==> config.mk <==
export PLATFORM = sky130hd
export DESIGN_NAME = bepq_ctrl
export DESIGN_NICKNAME = d
export VERILOG_FILES = /design/src/bepq_pkg.sv /design/src/bepq_ctrl.sv
export SDC_FILE = /design/constraint.sdc
export NUM_CORES = 1
export LEC_CHECK = 0
export BUFFER_PORTS_ARGS = -buffer_cell sky130_fd_sc_hd__buf_2
export CORE_MARGIN = 5
export CORE_UTILIZATION = 48
export DETAILED_ROUTE_END_ITERATION = 10
export PLACE_DENSITY = 0.83
export SLEW_MARGIN = 20
export SYNTH_ARGS = -nofsm -noshare
export SYNTH_HDL_FRONTEND = slang
export SYNTH_SLANG_ARGS = --single-unit
==> constraint.sdc <==
create_clock -name clk -period 3.1 [get_ports clk]
set_clock_uncertainty 0.2 [all_clocks]
set_input_delay 0.62 -clock clk [delete_from_list [all_inputs] [get_ports clk]]
set_output_delay 0.62 -clock clk [all_outputs]
set_load 0.01 [all_outputs]
==> src/bepq_pkg.sv <==
// Shared types, constants and codes for the bucketed event priority queue.
package bepq_pkg;

    localparam int CAPACITY    = 256;
    localparam int MAX_BUCKETS = 64;
    localparam int HANDLE_W    = 8;
    localparam int PTR_W       = HANDLE_W + 1;
    localparam int BKT_W       = 6;
    localparam int CNT_W       = 9;
    localparam int KEY_W       = 32;
    localparam int SPAN_W      = 31;
    localparam int BC_W        = 7;
    localparam int CFG_W       = 32;
    localparam int PROD_W      = SPAN_W + BC_W;
    localparam logic [PTR_W-1:0] NIL_PTR = PTR_W'(CAPACITY);

    typedef enum logic [1:0] {
        REQ_INSERT  = 2'd0,
        REQ_REMOVE  = 2'd1,
        REQ_PEEK    = 2'd2,
        REQ_EXTRACT = 2'd3
    } req_t;

    typedef enum logic [1:0] {
        ST_OK     = 2'd0,
        ST_EMPTY  = 2'd1,
        ST_ABSENT = 2'd2,
        ST_FULL   = 2'd3
    } status_t;

    typedef enum logic [1:0] {
        CFG_Y_ORIGIN     = 2'd0,
        CFG_Y_SPAN       = 2'd1,
        CFG_BUCKET_COUNT = 2'd2
    } cfg_idx_t;

    typedef enum logic [3:0] {
        S_IDLE,
        S_DECODE,
        S_RD_H,
        S_BK_MUL,
        S_BK_DIV,
        S_HEAD_RD,
        S_HEAD_USE,
        S_NODE_RD,
        S_NODE_CMP,
        S_INS_WR,
        S_INS_LINK,
        S_REM_UNLINK,
        S_ADV_CLAMP,
        S_ADV_STEP,
        S_FINISH
    } state_t;

    typedef struct packed {
        logic    latch_req;
        logic    bk_mul;
        logic    bk_div;
        logic    head_rd;
        logic    cur_from_head;
        logic    node_rd_cur;
        logic    node_rd_handle;
        logic    step;
        logic    min_take;
        logic    ins_write;
        logic    ins_link;
        logic    rem_unlink;
        logic    adv_clamp;
        logic    adv_step;
        logic    out_load;
        status_t res_status;
    } cmd_t;

    typedef struct packed {
        req_t             req;
        logic             present_h;
        logic             full;
        logic             live_zero;
        logic             bk_direct;
        logic             div_last;
        logic             head_ne;
        logic             key_greater;
        logic             cur_is_h;
        logic             next_nil;
        logic             prev_nil;
        logic             adv_done;
        logic             out_free;
        logic [CNT_W-1:0] live;
    } sts_t;

endpackage

==> src/bepq_ctrl.sv <==
// Request sequencer of the bucketed event priority queue.
module bepq_ctrl
(
    input  logic           clk,
    input  logic           rst_n,
    input  logic           in_valid,
    output logic           in_stall,
    input  bepq_pkg::sts_t sts,
    output bepq_pkg::cmd_t cmd
);

    bepq_pkg::state_t  state_reg, state_next;
    bepq_pkg::status_t status_reg, status_next;

    always_ff @(posedge clk or negedge rst_n)
    begin
        if (!rst_n)
        begin
            state_reg  <= bepq_pkg::S_IDLE;
            status_reg <= bepq_pkg::ST_OK;
        end
        else
        begin
            state_reg  <= state_next;
            status_reg <= status_next;
        end
    end

    // next state
    always_comb
    begin
        state_next  = state_reg;
        status_next = status_reg;
        unique case (state_reg)
            bepq_pkg::S_IDLE:
            begin
                if (in_valid)
                    state_next = bepq_pkg::S_DECODE;
            end
            bepq_pkg::S_DECODE:
            begin
                unique case (sts.req)
                    bepq_pkg::REQ_INSERT:
                    begin
                        if (sts.present_h || sts.full)
                        begin
                            status_next = bepq_pkg::ST_FULL;
                            state_next  = bepq_pkg::S_FINISH;
                        end
                        else
                            state_next = bepq_pkg::S_BK_MUL;
                    end
                    bepq_pkg::REQ_REMOVE:
                    begin
                        if (!sts.present_h)
                        begin
                            status_next = bepq_pkg::ST_ABSENT;
                            state_next  = bepq_pkg::S_FINISH;
                        end
                        else
                            state_next = bepq_pkg::S_RD_H;
                    end
                    bepq_pkg::REQ_PEEK, bepq_pkg::REQ_EXTRACT:
                    begin
                        if (sts.live_zero)
                        begin
                            status_next = bepq_pkg::ST_EMPTY;
                            state_next  = bepq_pkg::S_FINISH;
                        end
                        else
                            state_next = bepq_pkg::S_ADV_CLAMP;
                    end
                    default: state_next = bepq_pkg::S_FINISH;
                endcase
            end
            bepq_pkg::S_RD_H:    state_next = bepq_pkg::S_BK_MUL;
            bepq_pkg::S_BK_MUL:
            begin
                state_next = sts.bk_direct ? bepq_pkg::S_HEAD_RD : bepq_pkg::S_BK_DIV;
            end
            bepq_pkg::S_BK_DIV:
            begin
                if (sts.div_last)
                    state_next = bepq_pkg::S_HEAD_RD;
            end
            bepq_pkg::S_HEAD_RD: state_next = bepq_pkg::S_HEAD_USE;
            bepq_pkg::S_HEAD_USE:
            begin
                if (sts.head_ne)
                    state_next = bepq_pkg::S_NODE_RD;
                else if (sts.req == bepq_pkg::REQ_INSERT)
                    state_next = bepq_pkg::S_INS_WR;
                else
                begin
                    status_next = (sts.req == bepq_pkg::REQ_REMOVE) ?
                                  bepq_pkg::ST_ABSENT : bepq_pkg::ST_EMPTY;
                    state_next  = bepq_pkg::S_FINISH;
                end
            end
            bepq_pkg::S_NODE_RD: state_next = bepq_pkg::S_NODE_CMP;
            bepq_pkg::S_NODE_CMP:
            begin
                unique case (sts.req)
                    bepq_pkg::REQ_INSERT:
                    begin
                        if (sts.key_greater && !sts.next_nil)
                            state_next = bepq_pkg::S_NODE_RD;
                        else
                            state_next = bepq_pkg::S_INS_WR;
                    end
                    bepq_pkg::REQ_REMOVE:
                    begin
                        if (sts.cur_is_h)
                            state_next = bepq_pkg::S_REM_UNLINK;
                        else if (sts.next_nil)
                        begin
                            status_next = bepq_pkg::ST_ABSENT;
                            state_next  = bepq_pkg::S_FINISH;
                        end
                        else
                            state_next = bepq_pkg::S_NODE_RD;
                    end
                    default:
                    begin
                        status_next = bepq_pkg::ST_OK;
                        state_next  = bepq_pkg::S_FINISH;
                    end
                endcase
            end
            bepq_pkg::S_INS_WR:
            begin
                status_next = bepq_pkg::ST_OK;
                state_next  = sts.prev_nil ? bepq_pkg::S_FINISH : bepq_pkg::S_INS_LINK;
            end
            bepq_pkg::S_INS_LINK: state_next = bepq_pkg::S_FINISH;
            bepq_pkg::S_REM_UNLINK:
            begin
                status_next = bepq_pkg::ST_OK;
                state_next  = bepq_pkg::S_FINISH;
            end
            bepq_pkg::S_ADV_CLAMP: state_next = bepq_pkg::S_ADV_STEP;
            bepq_pkg::S_ADV_STEP:
            begin
                if (sts.adv_done)
                    state_next = bepq_pkg::S_HEAD_RD;
            end
            bepq_pkg::S_FINISH:
            begin
                if (sts.out_free)
                    state_next = bepq_pkg::S_IDLE;
            end
            default: state_next = bepq_pkg::S_IDLE;
        endcase
    end

    // commands
    always_comb
    begin
        cmd            = '0;
        cmd.res_status = status_reg;
        unique case (state_reg)
            bepq_pkg::S_IDLE:     cmd.latch_req = in_valid;
            bepq_pkg::S_DECODE:
            begin
                cmd.node_rd_handle = (sts.req == bepq_pkg::REQ_REMOVE);
            end
            bepq_pkg::S_BK_MUL:   cmd.bk_mul = 1'b1;
            bepq_pkg::S_BK_DIV:   cmd.bk_div = 1'b1;
            bepq_pkg::S_HEAD_RD:  cmd.head_rd = 1'b1;
            bepq_pkg::S_HEAD_USE: cmd.cur_from_head = 1'b1;
            bepq_pkg::S_NODE_RD:  cmd.node_rd_cur = 1'b1;
            bepq_pkg::S_NODE_CMP:
            begin
                unique case (sts.req)
                    bepq_pkg::REQ_INSERT: cmd.step = sts.key_greater;
                    bepq_pkg::REQ_REMOVE: cmd.step = !sts.cur_is_h;
                    default:              cmd.min_take = 1'b1;
                endcase
            end
            bepq_pkg::S_INS_WR:     cmd.ins_write = 1'b1;
            bepq_pkg::S_INS_LINK:   cmd.ins_link = 1'b1;
            bepq_pkg::S_REM_UNLINK: cmd.rem_unlink = 1'b1;
            bepq_pkg::S_ADV_CLAMP:  cmd.adv_clamp = 1'b1;
            bepq_pkg::S_ADV_STEP:   cmd.adv_step = !sts.adv_done;
            bepq_pkg::S_FINISH:     cmd.out_load = sts.out_free;
            default:                cmd.latch_req = 1'b0;
        endcase
    end

    assign in_stall = (state_reg != bepq_pkg::S_IDLE);

endmodule

=== Word-level counts from Yosys, hierarchy flattened ===
Cells that the tools add are included.

* Equal/unequal tests: 29
* Mux-type cells: 44
* Reduce and logical (&&, ||, !) cells: 15

{| class="wikitable"
|+ Operators by type and width
! operator !! count
|-
| 4-bit one-hot mux with 14 select lines || 1
|-
| 4-bit two-way mux || 10
|-
| 4-bit equality test, second input constant || 7
|-
| 2-bit two-way mux || 10
|-
| 4-bit by 3-bit equality test with 1-bit output, second input constant || 4
|-
| 1-bit two-way mux || 15
|-
| 3-bit != test, second input constant || 5
|-
| 2-bit != test, second input constant || 7
|-
| 4-bit one-hot mux with 3 select lines || 1
|-
| 9-bit AND reduction || 1
|-
| 4-bit by 2-bit equality test with 1-bit output, second input constant || 2
|-
| 2-bit one-hot mux with 4 select lines || 1
|-
| 4-bit one-hot mux with 2 select lines || 1
|-
| 4-bit nonzero test || 2
|-
| 2-bit OR reduction || 4
|-
| 3-bit two-way mux || 2
|-
| 2-bit one-hot mux with 3 select lines || 1
|-
| 2-bit equality test, second input constant || 2
|-
| 4-bit by 1-bit equality test with 1-bit output, second input constant || 1
|-
| 4-bit logical NOT || 1
|-
| 2-bit one-hot mux with 2 select lines || 1
|-
| 4-bit AND reduction || 1
|-
| 1-bit logical NOT || 3
|-
| 2-bit by 1-bit equality test with 1-bit output, second input constant || 1
|-
| other kinds (4) || 4
|}

* Register bits after elaboration: 6
* Output and inout bits: 18

=== Logic depth before layout (Yosys ltp) ===
* Depth in word-level cells: 5
* Gate-level depth with buffers: 8

=== Least setup slack after synthesis ===
OpenSTA, ideal clock, no wires.

* Path type: input to output
* Start point: input port sts[21] (netlist name)
* End point: output port cmd[9] (netlist name)
* Arrival time: 1278 ps
* Path slack: 1002 ps
* Stages: 3
* Path buffers: 1
* Path through: clkbuf_1 > o21ai_0 > nor3_1

{| class="wikitable"
|+ RTL lines
! element !! line !! text
|-
| start, declared || bepq_ctrl.sv:8 || <nowiki>input bepq_pkg::sts_t sts,</nowiki>
|-
| end, declared || bepq_ctrl.sv:9 || <nowiki>output bepq_pkg::cmd_t cmd</nowiki>
|}

==> run metrics <==
critical path peak fanout=16; Post-Place Setup Slack=between 0.6 and 0.7 ns; Tmin final=~2.6 ns; Required @ worst endpoint=roughly 2.3 ns; Routed WL=2.48 mm; core area=between 1500 and 2000 um^2; ant diodes=0; cell taking the most area after synthesis=dfrtp_1; final setup vio count=0; Power Density=between 900 and 1000 nW/um^2; worst-path cell chain=inv_1 -> nand2_1 -> nor3_1 -> buf_2; Die H=just over 50 um; worst-margin pin slew=between 0.6 and 0.7 ns; CP Launch Type=flop; crit path DAT=~1.8 ns; gr usage total=0.198; initial antenna violation count=0; hold wc startpoint=status_reg[1]; worst path bufs/invs=2; post-CTS setup buffer count=0; synthesized instance count=approximately 120; CP delay by family, top=flip-flops; outcome=complete, no violations; post-DP HPWL=1.89 mm; Wirelength per Cell=roughly 15 um; worst rel slew slack=0.600; pin count of the biggest net entering global routing=22; post-synth top area share=0.181; period utilization=0.843; Area growth, synth to finish=22.0%; max FFs per register=4; most common flop cell mapped by yosys=dfrtp_1; final-layout fill cell count=between 150 and 200; Syn Nets=between 100 and 150; Mapped Area=roughly 830 um^2; width of the die=51.6 um; critical path endpoint category=output port; Max IR drop VDD=between 0.5 and 0.6 mV; Clock transition at path regs=roughly 0.050 ns; RSZ-0062 raised after global routing=false; CP max stage delay=roughly 0.56 ns; Port Buffers=34; register area=roughly 150 um^2; critical path class=reg2out; clock tree sinks=6; sequential area share after synthesis=0.181; type of the tightest min-delay check=reg2reg; # IOs=between 40 and 50; setup TNS=0 ns; final worst slack=0.486 ns; leakage=between 0.4 and 0.5 nW; Clock Tree Buf Depth=2; clk_lat worst skew=around 0.25 ns; vias per cell=approximately 6.2; top cells by area, synth=dfrtp_1 18%, o21ai_0 6.0%, a21oi_1 5.4%, nand2_1 5.0%, nor2_1 5.0%; count of pins over their slew limit=0; layout cell share with drive strength beyond 1=0.315; DRT Pass-1 Iters=4; vias=between 1000 and 1500; Fin. Hold Viols=0; worst flop-to-flop path startpoint=state_reg[2]; crit path from=state_reg[1]; Starting DRT DRC Count=31; fraction of registers with async set/reset=1.00; initial core utilization=0.491; mean post-synth cell area=around 7 um^2; Layout Nets=177; die area=~2700 um^2; first-pass GRT wire length=approximately 4.1 mm; CTS tree=built; Max Freq=about 380 MHz; Syn. warnings=0; register bit total from synthesis=6; max_cap viols=0; vias in the first global route=951; Worst path slowest cell=dfrtp_1; cts bufs inserted=3; clk root buf=clkbuf_4; drt drc=0; gp weighted congestion=approximately 0.91; H-tree depth=1; GRT overflow=0; Post-DRT Antenna Nets=0; multi-input combinational cell area=just over 600 um^2; FP Rows=15; EDFF count, synth=0; synth unique cells=46
-- where the power goes --
group / leakage [nW] / switching, mW / internal, mW
logic: 0.385 / 0.327 / 0.269
registers: 0.0711 / 0.131 / 0.120
clock network: 0.0138 / 0.0300 / 0.0439
-- final cells by class --
class                           count  share of cell area
Clock buffer                        3              0.0222
Inverter                            8              0.0297
Multi-Input combinational cell     97               0.601
Sequential cell                     6               0.148
Tap cell                           17              0.0210
Timing Repair Buffer               35               0.178
-- metrics by stage --
step	instances	hold WS, ns	util	power [mW]	area [um^2]
after floorplan	119	0.124	-	0.690	830
after global placement	162	0.239	0.580	0.821	980
after global routing	166	0.310	0.599	1.01	1010
after CTS	166	0.291	0.599	0.917	1010
after detailed placement	162	0.247	0.580	0.838	980
final	166	0.291	0.599	0.922	1010
-- path summary, 6_finish.rpt --
path | to | slack, ns | cells after the start
min reg2reg | status_reg[1] | 0.29 | 1
max | cmd[3] | 0.49 | 4
min | status_reg[1] | 0.29 | 1
min in group asynchronous | state_reg[1] | 0.52 | 2
max reg2reg | status_reg[0] | 0.66 | 7
max in group asynchronous | status_reg[0] | 2.03 | 2
-- metal layers --
metal | up-vias | routed length, um | share of wire | track usage
met5 | - | 0 | 0 | 0
met4 | 0 | 31 | 0.012 | 0.0655
met3 | 4 | 207 | 0.083 | 0.0401
met2 | 60 | 1110 | 0.45 | 0.320
met1 | 470 | 1130 | 0.46 | 0.262
li1 | 496 | - | - | -
-- synth_stat cells (2+ instances only) --
cell,n
a21oi_1,9
a311o_1,2
and2_1,2
and3_1,2
clkbuf_1,6
dfrtp_1,6
inv_1,7
mux2_1,2
nand2_1,11
nand2b_1,4
nand2b_2,2
nand3_1,2
nor2_1,11
nor2b_1,2
nor3_1,8
o211ai_1,3
o21ai_0,10
o2bb2ai_1,2
-- kinds of logic after synthesis --
| group | synth area share |
|---|---|
| and+or+nand+nor | 0.350 |
| AOI/OAI and AO/OA | 0.330 |
| buffers and inverters | 0.0860 |
| DFF | 0.181 |
| muxes | 0.0528 |
-- cell usage in the layout, fill, tap and decap left out, types with 2 or more instances in the layout --
cell type	synthesis	routed
buf_2	0	34
nand2_1	11	11
dfrtp_1	6	6
a311o_1	2	2
nand3_1	2	2
o211ai_1	3	3
nor2_1	11	11
nand2b_1	4	4
mux2_1	2	2
nand2b_2	2	2
nor3_1	8	8
and2_1	2	2
inv_1	7	7
o21ai_0	10	10
clkbuf_4	0	3
nor2b_1	2	2
a21oi_1	9	9
and3_1	2	2
o2bb2ai_1	2	2
-- worst reg2reg max path: cells and delay by family, from the launching register on --
family / cells / cell delay [ns]
AOI/OAI and AO/OA: 2 / 0.19
buffers and inverters: 1 / 0.09
DFF: 1 / 0.72
muxes: 1 / 0.35
and+or+nand+nor: 3 / 0.77
-- repair_timing --
item | 4_1_cts | 5_1_grt
gates resized for setup | 0 | 0
hold buffers | 1 | 0
hold endpoints to repair | 6 | 0
Note: power is estimated with default switching activity, not from simulation.
